==> src/rtl/duml_frame_encoder_defines.svh <==
// Assertion macros for the frame encoder RTL.
`ifndef DUML_FRAME_ENCODER_DEFINES_SVH
`define DUML_FRAME_ENCODER_DEFINES_SVH

`ifndef SYNTH
// Same-cycle implication, checked at every rising clock edge out of reset.
`define DFE_ASSERT_IMP(label, clk, rst_n, ante, cons) \
    label: assert property (@(posedge clk) disable iff (!rst_n) (ante) |-> (cons)) \
        else $error("frame encoder check failed");
// Next-cycle implication, checked at every rising clock edge out of reset.
`define DFE_ASSERT_NXT(label, clk, rst_n, ante, cons) \
    label: assert property (@(posedge clk) disable iff (!rst_n) (ante) |=> (cons)) \
        else $error("frame encoder check failed");
`else
`define DFE_ASSERT_IMP(label, clk, rst_n, ante, cons)
`define DFE_ASSERT_NXT(label, clk, rst_n, ante, cons)
`endif

`endif

==> src/rtl/dfe_pkg.sv <==
// Types, constants and CRC step functions of the frame encoder.
package dfe_pkg;

    // Field widths.
    localparam int LEN_W  = 10;

    // Command codes.
    localparam logic CMD_START   = 1'b0;
    localparam logic CMD_PAYLOAD = 1'b1;

    // Status codes.
    localparam logic [1:0] ST_OK       = 2'd0;
    localparam logic [1:0] ST_TOO_LONG = 2'd1;
    localparam logic [1:0] ST_SEQ_ERR  = 2'd2;

    // Frame format.
    localparam logic [7:0]       MAGIC        = 8'h55;
    localparam logic [7:0]       VERSION_BITS = 8'h04;
    localparam logic [7:0]       CRC8_SEED    = 8'h77;
    localparam logic [7:0]       CRC8_POLY    = 8'h8C;
    localparam logic [15:0]      CRC16_SEED   = 16'h3692;
    localparam logic [15:0]      CRC16_POLY   = 16'h8408;
    localparam logic [LEN_W-1:0] OVERHEAD     = LEN_W'(13);
    localparam logic [LEN_W-1:0] MAX_PAYLOAD  = LEN_W'(1023 - 13);

    // Header has eleven bytes; an empty frame adds two CRC bytes.
    localparam int HDR_LEN   = 11;
    localparam int BEATS_MAX = HDR_LEN + 2;
    localparam int IDX_W     = $clog2(BEATS_MAX);

    // Header byte positions.
    localparam logic [IDX_W-1:0] H_MAGIC = IDX_W'(0);
    localparam logic [IDX_W-1:0] H_LEN_L = IDX_W'(1);
    localparam logic [IDX_W-1:0] H_LEN_H = IDX_W'(2);
    localparam logic [IDX_W-1:0] H_CRC8  = IDX_W'(3);
    localparam logic [IDX_W-1:0] H_SEND  = IDX_W'(4);
    localparam logic [IDX_W-1:0] H_RECV  = IDX_W'(5);
    localparam logic [IDX_W-1:0] H_SEQ_L = IDX_W'(6);
    localparam logic [IDX_W-1:0] H_SEQ_H = IDX_W'(7);
    localparam logic [IDX_W-1:0] H_TYPE  = IDX_W'(8);
    localparam logic [IDX_W-1:0] H_SET   = IDX_W'(9);
    localparam logic [IDX_W-1:0] H_ID    = IDX_W'(10);

    // One input item.
    typedef struct packed {
        logic             cmd;
        logic [7:0]       sender;
        logic [7:0]       receiver;
        logic [15:0]      seq_num;
        logic [7:0]       cmd_type;
        logic [7:0]       cmd_set;
        logic [7:0]       cmd_id;
        logic [LEN_W-1:0] payload_len;
        logic [7:0]       data_byte;
    } t_in_item;

    // One wire byte.
    typedef struct packed {
        logic [7:0] out_byte;
        logic       last;
        logic [1:0] status;
    } t_beat;

    // Sequencer status seen by the top level.
    typedef struct packed {
        logic busy;
        logic frame_open;
    } t_ctrl_status;

    // Reflected CRC-8, one byte.
    function automatic logic [7:0] crc8_byte(input logic [7:0] c, input logic [7:0] d);
        logic [7:0] v;
        v = c ^ d;
        for (int k = 0; k < 8; k++) begin
            v = v[0] ? ((v >> 1) ^ CRC8_POLY) : (v >> 1);
        end
        return v;
    endfunction

    // Reflected CRC-16, one byte.
    function automatic logic [15:0] crc16_byte(input logic [15:0] c, input logic [7:0] d);
        logic [15:0] v;
        v = c ^ {8'h00, d};
        for (int k = 0; k < 8; k++) begin
            v = v[0] ? ((v >> 1) ^ CRC16_POLY) : (v >> 1);
        end
        return v;
    endfunction

endpackage

==> src/rtl/dfe_stream_if.sv <==
// Valid/ready stream channel carrying one payload beat.
interface dfe_stream_if #(
    parameter type t_payload = logic
);
    logic     valid;
    logic     ready;
    t_payload payload;

    modport source (output valid, output payload, input ready);
    modport sink (input valid, input payload, output ready);
endinterface

==> src/rtl/dfe_frame_ctrl.sv <==
// Frame sequencer: holds one input item and emits its wire bytes one per cycle while the output side is ready.
module dfe_frame_ctrl
    import dfe_pkg::*;
(
    input  logic          i_clk,
    input  logic          i_rst_n,
    dfe_stream_if.sink    i_item,
    output logic          o_beat_valid,
    input  logic          i_beat_ready,
    output t_beat         o_beat,
    output t_ctrl_status  o_stat
);

    logic             r_busy;
    t_in_item         r_item;
    logic [IDX_W-1:0] r_idx;
    logic [15:0]      r_crc16;
    logic [7:0]       r_crc8;
    logic [LEN_W-1:0] r_left;
    logic             r_open;

    logic             is_start;
    logic             err_seq;
    logic             err_long;
    logic             crc_lo;
    logic             crc_hi;
    logic             is_data;
    logic             item_end;
    logic             fire;
    logic             take;
    logic [LEN_W-1:0] total;
    logic [7:0]       hdr_byte;
    logic [7:0]       data_val;
    t_beat            beat;

    // Classify the held item against the frame state.
    always_comb begin
        is_start = (r_item.cmd == CMD_START);
        err_seq  = (is_start == r_open);
        err_long = is_start && !r_open && (r_item.payload_len > MAX_PAYLOAD);
        total    = r_item.payload_len + OVERHEAD;
        crc_lo   = is_start ? (r_idx == IDX_W'(HDR_LEN))     : (r_idx == IDX_W'(1));
        crc_hi   = is_start ? (r_idx == IDX_W'(HDR_LEN + 1)) : (r_idx == IDX_W'(2));
    end

    // Header byte for the current position.
    always_comb begin
        case (r_idx)
            H_MAGIC: hdr_byte = MAGIC;
            H_LEN_L: hdr_byte = total[7:0];
            H_LEN_H: hdr_byte = {6'b0, total[LEN_W-1:8]} | VERSION_BITS;
            H_CRC8:  hdr_byte = r_crc8;
            H_SEND:  hdr_byte = r_item.sender;
            H_RECV:  hdr_byte = r_item.receiver;
            H_SEQ_L: hdr_byte = r_item.seq_num[7:0];
            H_SEQ_H: hdr_byte = r_item.seq_num[15:8];
            H_TYPE:  hdr_byte = r_item.cmd_type;
            H_SET:   hdr_byte = r_item.cmd_set;
            H_ID:    hdr_byte = r_item.cmd_id;
            default: hdr_byte = 8'h00;
        endcase
    end

    // Build the beat and decide whether it closes the item.
    always_comb begin
        data_val      = is_start ? hdr_byte : r_item.data_byte;
        beat.out_byte = 8'h00;
        beat.last     = 1'b0;
        beat.status   = ST_OK;
        is_data       = 1'b0;
        item_end      = 1'b0;
        if (err_seq) begin
            beat.status = ST_SEQ_ERR;
            item_end    = 1'b1;
        end else if (err_long) begin
            beat.status = ST_TOO_LONG;
            item_end    = 1'b1;
        end else if (crc_lo) begin
            beat.out_byte = r_crc16[7:0];
        end else if (crc_hi) begin
            beat.out_byte = r_crc16[15:8];
            beat.last     = 1'b1;
            item_end      = 1'b1;
        end else begin
            beat.out_byte = data_val;
            is_data       = 1'b1;
            if (is_start) begin
                item_end = (r_idx == IDX_W'(HDR_LEN - 1)) && (r_item.payload_len != '0);
            end else begin
                item_end = (r_left != LEN_W'(1));
            end
        end
    end

    // Handshakes: a new item enters as the last beat of the held one leaves.
    assign fire          = r_busy && i_beat_ready;
    assign i_item.ready  = !r_busy || (fire && item_end);
    assign take          = i_item.valid && i_item.ready;
    assign o_beat_valid  = r_busy;
    assign o_beat        = beat;
    assign o_stat        = '{busy: r_busy, frame_open: r_open};

    // Item register, beat counter and frame state.
    always_ff @(posedge i_clk) begin
        if (!i_rst_n) begin
            r_busy  <= 1'b0;
            r_idx   <= '0;
            r_crc16 <= CRC16_SEED;
            r_left  <= '0;
            r_open  <= 1'b0;
        end else begin
            // A new item restarts the beat counter; otherwise a sent beat advances it.
            if (take) begin
                r_item <= i_item.payload;
                r_idx  <= '0;
                r_busy <= 1'b1;
            end else if (fire) begin
                r_idx <= r_idx + IDX_W'(1);
                if (item_end) begin
                    r_busy <= 1'b0;
                end
            end
            if (fire) begin
                if (is_data) begin
                    r_crc16 <= crc16_byte((is_start && r_idx == H_MAGIC) ? CRC16_SEED : r_crc16,
                                          beat.out_byte);
                    if (is_start) begin
                        r_crc8 <= crc8_byte((r_idx == H_MAGIC) ? CRC8_SEED : r_crc8,
                                            beat.out_byte);
                        if (r_idx == IDX_W'(HDR_LEN - 1) && r_item.payload_len != '0) begin
                            r_open <= 1'b1;
                            r_left <= r_item.payload_len;
                        end
                    end else begin
                        r_left <= r_left - LEN_W'(1);
                    end
                end else if (crc_hi && !err_seq && !err_long) begin
                    r_crc16 <= CRC16_SEED;
                    r_left  <= '0;
                    r_open  <= 1'b0;
                end
            end
        end
    end

endmodule

==> src/rtl/dfe_out_skid.sv <==
// Output register with a skid entry, so the sequencer never waits on a combinational ready.
module dfe_out_skid
    import dfe_pkg::*;
(
    input  logic          i_clk,
    input  logic          i_rst_n,
    input  logic          i_beat_valid,
    output logic          o_beat_ready,
    input  t_beat         i_beat,
    dfe_stream_if.source  o_result
);

    logic  r_out_valid;
    t_beat r_out;
    logic  r_skid_valid;
    t_beat r_skid;
    logic  up_fire;
    logic  dn_free;

    assign o_beat_ready     = !r_skid_valid;
    assign up_fire          = i_beat_valid && !r_skid_valid;
    assign dn_free          = !r_out_valid || o_result.ready;
    assign o_result.valid   = r_out_valid;
    assign o_result.payload = r_out;

    // Refill the output register from the skid entry first, else from upstream.
    always_ff @(posedge i_clk) begin
        if (!i_rst_n) begin
            r_out_valid  <= 1'b0;
            r_skid_valid <= 1'b0;
        end else if (dn_free) begin
            if (r_skid_valid) begin
                r_out        <= r_skid;
                r_out_valid  <= 1'b1;
                r_skid_valid <= 1'b0;
            end else begin
                r_out_valid <= up_fire;
                r_out       <= i_beat;
            end
        end else if (up_fire) begin
            r_skid       <= i_beat;
            r_skid_valid <= 1'b1;
        end
    end

endmodule

==> src/rtl/duml_frame_encoder.sv <==
// Framed packet encoder. Payload items pass one byte per cycle, so a payload beat is
// accepted every cycle while the output is taken. A start item holds the input while
// the header goes out (and the CRC-16 too when its payload length is zero), and the last
// payload item holds it while the CRC-16 follows; a rejected or dropped item sends only
// a status beat. The single output byte lane carries one wire byte per cycle while the
// output is taken. The first byte of an item passes through the item register and then
// the output register before it appears at the output.
`include "duml_frame_encoder_defines.svh"

module duml_frame_encoder
    import dfe_pkg::*;
(
    input  logic         i_clk,
    input  logic         i_rst_n,
    dfe_stream_if.sink   i_item,
    dfe_stream_if.source o_result
);

    logic         beat_valid;
    logic         beat_ready;
    t_beat        beat;
    t_ctrl_status stat;
    logic         err_beat;
    logic         last_sent;

    // Byte sequencer.
    dfe_frame_ctrl u_ctrl (
        .i_clk        (i_clk),
        .i_rst_n      (i_rst_n),
        .i_item       (i_item),
        .o_beat_valid (beat_valid),
        .i_beat_ready (beat_ready),
        .o_beat       (beat),
        .o_stat       (stat)
    );

    // Output register stage.
    dfe_out_skid u_out (
        .i_clk        (i_clk),
        .i_rst_n      (i_rst_n),
        .i_beat_valid (beat_valid),
        .o_beat_ready (beat_ready),
        .i_beat       (beat),
        .o_result     (o_result)
    );

    // Beat conditions watched by the checks below.
    assign err_beat  = beat_valid && (beat.status != ST_OK);
    assign last_sent = beat_valid && beat_ready && beat.last;

    // Rejected or dropped items carry a zero byte and never end a frame.
    `DFE_ASSERT_IMP(a_err_zero, i_clk, i_rst_n, err_beat, beat.out_byte == 8'h00 && !beat.last)
    // The closing CRC byte leaves the frame shut.
    `DFE_ASSERT_NXT(a_last_closes, i_clk, i_rst_n, last_sent, !stat.frame_open)
    // An idle sequencer always takes input.
    `DFE_ASSERT_IMP(a_idle_ready, i_clk, i_rst_n, !stat.busy, i_item.ready)

endmodule

==> src/flat_wrapper.sv <==
// flat-port wrapper written by rule: the top's interface ports become plain ports
module duml_frame_encoder_flat import dfe_pkg::*;
  (i_clk, i_rst_n, i_item_valid, i_item_payload, i_item_ready, o_result_valid, o_result_payload, o_result_ready);
  dfe_stream_if #(.t_payload(t_in_item)) i_item_i ();
  dfe_stream_if #(.t_payload(t_beat)) o_result_i ();
  input  logic i_clk;
  input  logic i_rst_n;
  input wire logic [$bits(i_item_i.valid)-1:0] i_item_valid;
  input wire logic [$bits(i_item_i.payload)-1:0] i_item_payload;
  output wire logic [$bits(i_item_i.ready)-1:0] i_item_ready;
  output wire logic [$bits(o_result_i.valid)-1:0] o_result_valid;
  output wire logic [$bits(o_result_i.payload)-1:0] o_result_payload;
  input wire logic [$bits(o_result_i.ready)-1:0] o_result_ready;
  assign i_item_i.valid = i_item_valid;
  assign i_item_i.payload = i_item_payload;
  assign i_item_ready = i_item_i.ready;
  assign o_result_valid = o_result_i.valid;
  assign o_result_payload = o_result_i.payload;
  assign o_result_i.ready = o_result_ready;
  duml_frame_encoder u_core (.i_clk(i_clk), .i_rst_n(i_rst_n), .i_item(i_item_i), .o_result(o_result_i));
endmodule
==> config.mk <==
export PLATFORM = sky130hd
export DESIGN_NAME = duml_frame_encoder_flat
export DESIGN_NICKNAME = d
export VERILOG_FILES = /design/src/rtl/dfe_pkg.sv /design/src/rtl/dfe_stream_if.sv /design/src/rtl/dfe_frame_ctrl.sv /design/src/rtl/dfe_out_skid.sv /design/src/rtl/duml_frame_encoder.sv /design/src/flat_wrapper.sv
export VERILOG_INCLUDE_DIRS = /design/src /design/src/rtl
export SDC_FILE = /design/constraint.sdc
export NUM_CORES = 1
export LEC_CHECK = 0
export BUFFER_PORTS_ARGS = -buffer_cell sky130_fd_sc_hd__buf_4
export CELL_PAD_IN_SITES_DETAIL_PLACEMENT = 2
export CELL_PAD_IN_SITES_GLOBAL_PLACEMENT = 2
export CORE_ASPECT_RATIO = 1.4
export CORE_MARGIN = 3
export CORE_UTILIZATION = 42
export CTS_CLUSTER_SIZE = 12
export DETAILED_ROUTE_END_ITERATION = 10
export PLACE_DENSITY = 0.87
export SLEW_MARGIN = 20
export SYNTH_ARGS = -nofsm -noshare
export SYNTH_HDL_FRONTEND = slang
export SYNTH_SLANG_ARGS = --single-unit
==> constraint.sdc <==
create_clock -name i_clk -period 7.9 [get_ports i_clk]
set_input_delay 0.395 -clock i_clk [delete_from_list [all_inputs] [get_ports i_clk]]
set_output_delay 0.395 -clock i_clk [all_outputs]
set_load 0.1 [all_outputs]
* After elaboration in Yosys (flattened, before gate mapping)
Index checks and enable logic that the tools add are counted.
Operators by class: bitwise operators 21, reduce and logical (&&, ||, !) cells 32, muxes and demuxes 54, add/subtract/negate cells 3, magnitude comparators 1, eq/ne operators 17
Operators by type and width (number):
- $mux W16 | 11
- $mux W8 | 11
- $pmux W8 S11 | 1
- $not A2 Y3 | 16
- $mux W10 | 4
- $mux W1 | 22
- $eq A4 B4 Y1 const B | 5
- $mux W9 | 2
- $eq A4 B3 Y1 const B | 4
- $xor A16 B8 Y16 | 1
- $mux W11 | 1
- $add A10 B4 Y10 const B | 1
- $gt A10 B10 Y1 const B | 1
- $ne A10 B1 Y1 const B | 1
- $reduce_bool A10 Y1 | 1
- $sub A10 B1 Y10 const B | 1
- $logic_and A1 B1 Y1 | 9
- $eq A4 B2 Y1 const B | 2
- $reduce_and A2 Y1 | 4
- $reduce_and A4 Y1 | 2
- $xor A8 B8 Y8 | 1
- $logic_not A1 Y1 | 6
- $reduce_and A3 Y1 | 2
- $reduce_bool A2 Y1 | 3
- 12 further kinds | 16
Storage, ports and cells: bits of input ports 79, word-level logic and storage cells 152, register bits after elaboration 139, output and inout port bits 13

* Logic depth before layout (Yosys ltp)
depth in word-level cells 25, depth in mapped cells 13, gate-level depth less buffers 10

* Modules after synthesis
A second synthesis with hierarchy kept.
Second synthesis, totals: cells, all modules 587, area total of the unflattened synthesis 6861.6 µm²
Modules (own cells, without submodules):
- dfe_frame_ctrl | cells an instance 543, times used 1, seq. area each 3133.0 µm², area each 5974.5 µm²
- dfe_out_skid | cells an instance 44, times used 1, seq. area each 700.7 µm², area each 887.1 µm²

* Worst setup path before layout
No wires, ideal clock.
kind register -> register, from reg u_core.u_ctrl.r_idx[0], to reg u_core.u_ctrl.r_item[0] (netlist bit), enable pin, library setup time 0.442 ns, arrival 5.867 ns, clock period less this slack 6.309 ns, path slack 1.591 ns, stages on the path, launching flop included 11, data required time 7.458 ns, buffers on the path 2, cells stage by stage dfxtp_1 -> inv_1 -> ha_1 -> buf_2 -> buf_2 -> inv_1 -> a311oi_1 -> a211oi_1 -> o21a_1 -> o21ai_0 -> and3_1
Between the ends: longest elaborated chain between the ends 11, elaborated cells on any way between the ends 17, classes of those cells eq/ne (5); mux (7); reduce/logical (5)
Ends and longest elaborated chain:
- from (decl) | RTL line dfe_frame_ctrl.sv:16 | logic [IDX_W-1:0] r_idx;
- from (signal assigned) | RTL line dfe_frame_ctrl.sv:118 | r_idx <= r_idx + IDX_W'(1);
- $eq A4 B4 Y1 | RTL line dfe_frame_ctrl.sv:88 | item_end = (r_idx == IDX_W'(HDR_LEN - 1)) && (r_item.payload_len != '0);
- $logic_and A1 B1 Y1 | RTL line dfe_frame_ctrl.sv:88
- $mux W1 | RTL line dfe_frame_ctrl.sv:87 | if (is_start) begin
- $mux W1 | RTL line dfe_frame_ctrl.sv:80 | end else if (crc_hi) begin
- $mux W1 * | RTL line dfe_frame_ctrl.sv:78 | end else if (crc_lo) begin
- $mux W1 * | RTL line dfe_frame_ctrl.sv:75 | end else if (err_long) begin
- $mux W1 * | RTL line dfe_frame_ctrl.sv:72 | if (err_seq) begin
- $logic_and A1 B1 Y1 * | RTL line dfe_frame_ctrl.sv:97 | assign i_item.ready = !r_busy || (fire && item_end);
- $logic_or A1 B1 Y1 * | RTL line dfe_frame_ctrl.sv:97
- via i_item_ready | RTL line flat_wrapper.sv:10 | output wire logic [$bits(i_item_i.ready)-1:0] i_item_ready;
- $logic_and A1 B1 Y1 * | RTL line dfe_frame_ctrl.sv:98 | assign take = i_item.valid && i_item.ready;
- $reduce_and A2 Y1 (no line) *
- to (signal assigned) | RTL line dfe_frame_ctrl.sv:114 | r_item <= i_item.payload;
- to (decl) | RTL line dfe_frame_ctrl.sv:15 | t_in_item r_item;
The timed path passes the listed nets; every way through them passes the cells marked *. A chain may end at the register's enable or synchronous reset.

* Final worst setup path
from reg u_core.u_ctrl.r_idx[0], to reg u_core.u_ctrl.r_item[15] (netlist bit), enable pin
Between the ends: longest elaborated chain between the ends 11, elaborated cells on any way between the ends 17, classes of those cells eq/ne (5); mux (7); reduce/logical (5)
Ends and longest elaborated chain (RTL line):
- $eq A4 B4 Y1 | dfe_frame_ctrl.sv:88
- $logic_and A1 B1 Y1 | dfe_frame_ctrl.sv:88
- $mux W1 | dfe_frame_ctrl.sv:87
- $mux W1 | dfe_frame_ctrl.sv:80
- $mux W1 * | dfe_frame_ctrl.sv:78
- $mux W1 * | dfe_frame_ctrl.sv:75
- $mux W1 * | dfe_frame_ctrl.sv:72
- $logic_and A1 B1 Y1 * | dfe_frame_ctrl.sv:97
- $logic_or A1 B1 Y1 * | dfe_frame_ctrl.sv:97
- $logic_and A1 B1 Y1 * | dfe_frame_ctrl.sv:98
- $reduce_and A2 Y1 (no line) *
Every way passes the cells marked *; elsewhere a longest branch is shown, timed or not.

==> flow_summary.yaml <==
cts:
  path_clk_slew_ns: 0.07
  cts_tree: "yes"
  numClockSinks: 139
  clk_latency_ns: 0.44
  cts_htree_levels: 4
  hold_buffers: 0
  root_buffer: "clkbuf_16"
  cts_setup_buffers: 0
  cts-resized-gates: 0
  clock_path_buffers: 2
  numCtsBuffers: 17
floorplanning:
  io_pins: 92
  placementRows: 55
  start_util_pct: 43.4
  dieArea_um2: 18500
  fp.dieW_um: 116
  die_h_um: 160
  core_um2: 16400
layout:
  design_area_um2: 8540
  diodes: 0
  area.growth.synth_to_final_pct: 20.2
  fin_nets: 782
  drive_gt1_share_pct: 23.5
timing:
  finalSetupTns_ns: 0
  max_freq_ghz: 0.237
  worst_pin_slew_ns: 0.992
  slew_headroom_pct: 33.9
  period_minus_slack_ns: 4.21
  slew_violations: 0
  setup_viol_count_final: 0
  fin_ws_ns: 3.69
  post-route-period-util_pct: 53.3
  fin_worst_skew_ns: 0.0126
  hold_violations: 0
  fin_worst_hold_slack_ns: 0.130
  rsz0062_at_grt: "no"
placement:
  port_buffers: 91
  pre_cts_slack_ns: 4.02
  placed_area_um2: 7930
  dp_hpwl_um: 17100
  place.gp.congestion: 0.941
power:
  p_per_area_nw_per_um2: 230
  p_leak_nw: 3.12
  sw_frac_of_total_pct: 27.2
  power_frac_seq_pct: 43.1
  irDropWorstVdd_uv: 246
  power.switching_mw: 0.535
  pwr-share-comb_pct: 13.6
  p_int_mw: 1.43
  p_clk_share_pct: 43.3
min_path:
  whs_path_depth: 1
  min_path_type: "in2reg"
  worstHoldStart: "i_item_payload[53]"
  worstHoldEndpoint: "u_core.u_ctrl.r_item[53]$_DFFE_PP_"
drt:
  dr.pass1.iters: 5
  drc: 0
  drt-total-wl_um: 27100
  wl_per_cell_um: 29.9
  via_per_inst: 6.27
  drtAntennaViolNets: 0
  route.vias.total: 5671
  drtIter0Drc: 476
setup_path:
  critPathMaxFanout: 75
  critPathLaunchType: "flop"
  timing.reg2reg.setup_slack_ns: 3.69
  worstRegToRegCells: 10
  crit_type: "reg2reg"
  reg2reg_to: "u_core.u_ctrl.r_item[15]$_DFFE_PP_"
  critPathCaptureType: "flop"
  worstPathRequired_ns: 7.95
  cp.arrival_ns: 4.26
  worstReg2RegStart: "u_core.u_ctrl.r_idx[0]$_SDFFE_PP0P_"
yosys:
  synthArstFlopShare_pct: 0
  ys_ff_latch: 139
  synth_edf_count: 105
  avgSynthCellArea_um2: 11.7
  synth_warnings: 0
  syn-instance-count: 606
  netlist_area_um2: 7100
  syn_nets: 695
  ys.flop_type: "edfxtp_1"
  yosysUniqueCellTypes: 81
  synth_seq_area_share_pct: 54.0
run:
  cap_violations: 0
grt:
  grt_overflow: 0
  track_usage_pct: 30.1
  grt_pass1_wl_um: 41000
  grt_max_degree: 76
  grt_pass1_vias: 6404
  grt_antenna_before_repair: 0
outcome:
  status: "complete, no violations"
## layer usage
| layer | vias up | GRT usage, % | wire length (µm) | share of wire [%] |
|---|---|---|---|---|
| met3 | 77 | 5.91 | 1410 | 5.2 |
| met4 | 0 | 15.9 | 1490 | 5.5 |
| met2 | 261 | 51.2 | 14100 | 52 |
| li1 | 2462 | - | - | - |
| met5 | - | 0 | 0 | 0 |
| met1 | 2871 | 35.3 | 10000 | 37 |
## synthesized netlist by cell type, types with 4 or more instances
| master | n | area share [%] |
|---|---|---|
| nand2_1 | 54 | 2.9 |
| dfxtp_1 | 34 | 9.6 |
| nor3_1 | 10 | 0.70 |
| and2_1 | 6 | 0.53 |
| xor2_1 | 10 | 1.2 |
| a21boi_0 | 7 | 0.74 |
| nor4b_1 | 5 | 0.62 |
| a222oi_1 | 6 | 0.85 |
| nand3_1 | 6 | 0.42 |
| edfxtp_1 | 105 | 44 |
| a21oi_1 | 20 | 1.4 |
| xnor2_1 | 31 | 3.8 |
| mux2_2 | 9 | 1.4 |
| o22ai_1 | 9 | 0.79 |
| a311oi_1 | 4 | 0.49 |
| nor4_1 | 5 | 0.44 |
| clkbuf_1 | 10 | 0.53 |
| xnor2_2 | 4 | 0.92 |
| buf_2 | 13 | 0.92 |
| nor2_1 | 47 | 2.5 |
| o21ai_0 | 20 | 1.4 |
| a211oi_1 | 12 | 1.3 |
| inv_1 | 21 | 1.1 |
| o31ai_1 | 7 | 0.74 |
| nand2b_1 | 5 | 0.44 |
| nor2b_1 | 14 | 1.2 |
| ha_1 | 10 | 1.8 |
| a22oi_1 | 18 | 1.9 |
| o22a_1 | 5 | 0.62 |
| xnor3_1 | 6 | 1.9 |
## cell type report
type / instances / area (µm²)
sequential: 139 / 3830
clock inverter: 13 / 168
clock buffer: 19 / 433
tap: 199 / 249
timing repair buffer: 99 / 743
multi-input combinational: 414 / 3030
fill: 1562 / 7840
inverter: 22 / 82.6
## state kept, by name (all words and copies together) (netlist names)
name	flops
u_core.u_ctrl.o_beat_valid	1
u_core.u_ctrl.r_crc16	16
u_core.u_ctrl.r_crc8	8
u_core.u_ctrl.r_idx	4
u_core.u_ctrl.r_item	75
u_core.u_ctrl.r_left	10
u_core.u_ctrl.r_open	1
u_core.u_out.o_result.payload	11
u_core.u_out.o_result.valid	1
u_core.u_out.r_skid	11
u_core.u_out.r_skid_valid	1
## power groups by stage
stage / clock network [mW] / logic (mW) / registers [mW]
after floorplan: 0 / 0.140 / 0.880
after global placement: 0 / 0.238 / 0.855
after detailed placement: 0 / 0.252 / 0.859
after CTS: 0.857 / 0.266 / 0.845
after global routing: 0.881 / 0.282 / 0.848
final: 0.849 / 0.267 / 0.846
## stage by stage
step	cells	total power, mW	util, %
CTS	905	1.97	52.1
detailed placement	873	1.11	48.4
floorplan	606	1.02	-
finish	905	1.96	52.1
global route	905	2.01	52.1
global placement	873	1.09	48.4
## critical path, stage by stage (launching register included)
cell	delay, ns
dfxtp_1	0.39
inv_1	0.16
ha_1	0.19
buf_4	0.31
and4b_1	0.41
or2_1	0.46
a211oi_1	0.10
o21a_1	0.23
o21ai_0	0.45
and3_2	0.29
buf_4	0.74
## worst max-delay path by stage
stage | depth (start not counted) | startpoint | slack, ns | to
2_1_floorplan | 10 | u_core.u_ctrl.r_idx[0]$_SDFFE_PP0P_ | 1.59 | u_core.u_ctrl.r_item[0]$_DFFE_PP_
3_3_place_gp | 9 | u_core.u_ctrl.r_item[74]$_DFFE_PP_ | 4.20 | u_core.u_ctrl.r_crc8[2]$_DFFE_PP_
3_5_place_dp | 10 | u_core.u_ctrl.r_idx[0]$_SDFFE_PP0P_ | 4.02 | u_core.u_ctrl.r_item[22]$_DFFE_PP_
4_1_cts | 10 | u_core.u_ctrl.r_idx[0]$_SDFFE_PP0P_ | 3.79 | u_core.u_ctrl.r_item[9]$_DFFE_PP_
5_1_grt | 7 | u_core.u_ctrl.r_idx[2]$_SDFFE_PP0P_ | 3.57 | u_core.u_ctrl.r_item[15]$_DFFE_PP_
6_report | 10 | u_core.u_ctrl.r_idx[0]$_SDFFE_PP0P_ | 3.69 | u_core.u_ctrl.r_item[15]$_DFFE_PP_
## logic make-up after synthesis
family	share of synthesized area (%)
AO/OA/AOI/OAI	17.3
XOR/XNOR	8.45
adder cells (fa/ha/maj)	1.76
buffers and inverters	3.50
flip-flops	54.0
multiplexers	1.71
AND/OR/NAND/NOR	13.3
## cell usage in the layout (no fill, tap or decap), drive strengths merged, types with 4 or more instances in the layout
cell / count
mux2: 9
dfxtp: 34
nand2b: 5
xor2: 11
a2111oi: 4
o22ai: 9
a22oi: 18
nor2: 50
a211oi: 17
a311oi: 5
nor2b: 14
o211ai: 5
xnor3: 6
clkbuf: 19
ha: 10
nor4: 5
nand2: 54
o21ai: 22
nor4b: 5
nor3: 11
a21oi: 20
nand3: 6
inv: 24
o22a: 5
a21boi: 7
o31ai: 7
clkinv: 6
buf: 99
a222oi: 6
xnor2: 35
edfxtp: 105
and2: 6
No activity file was read; power rests on OpenSTA's default activity.
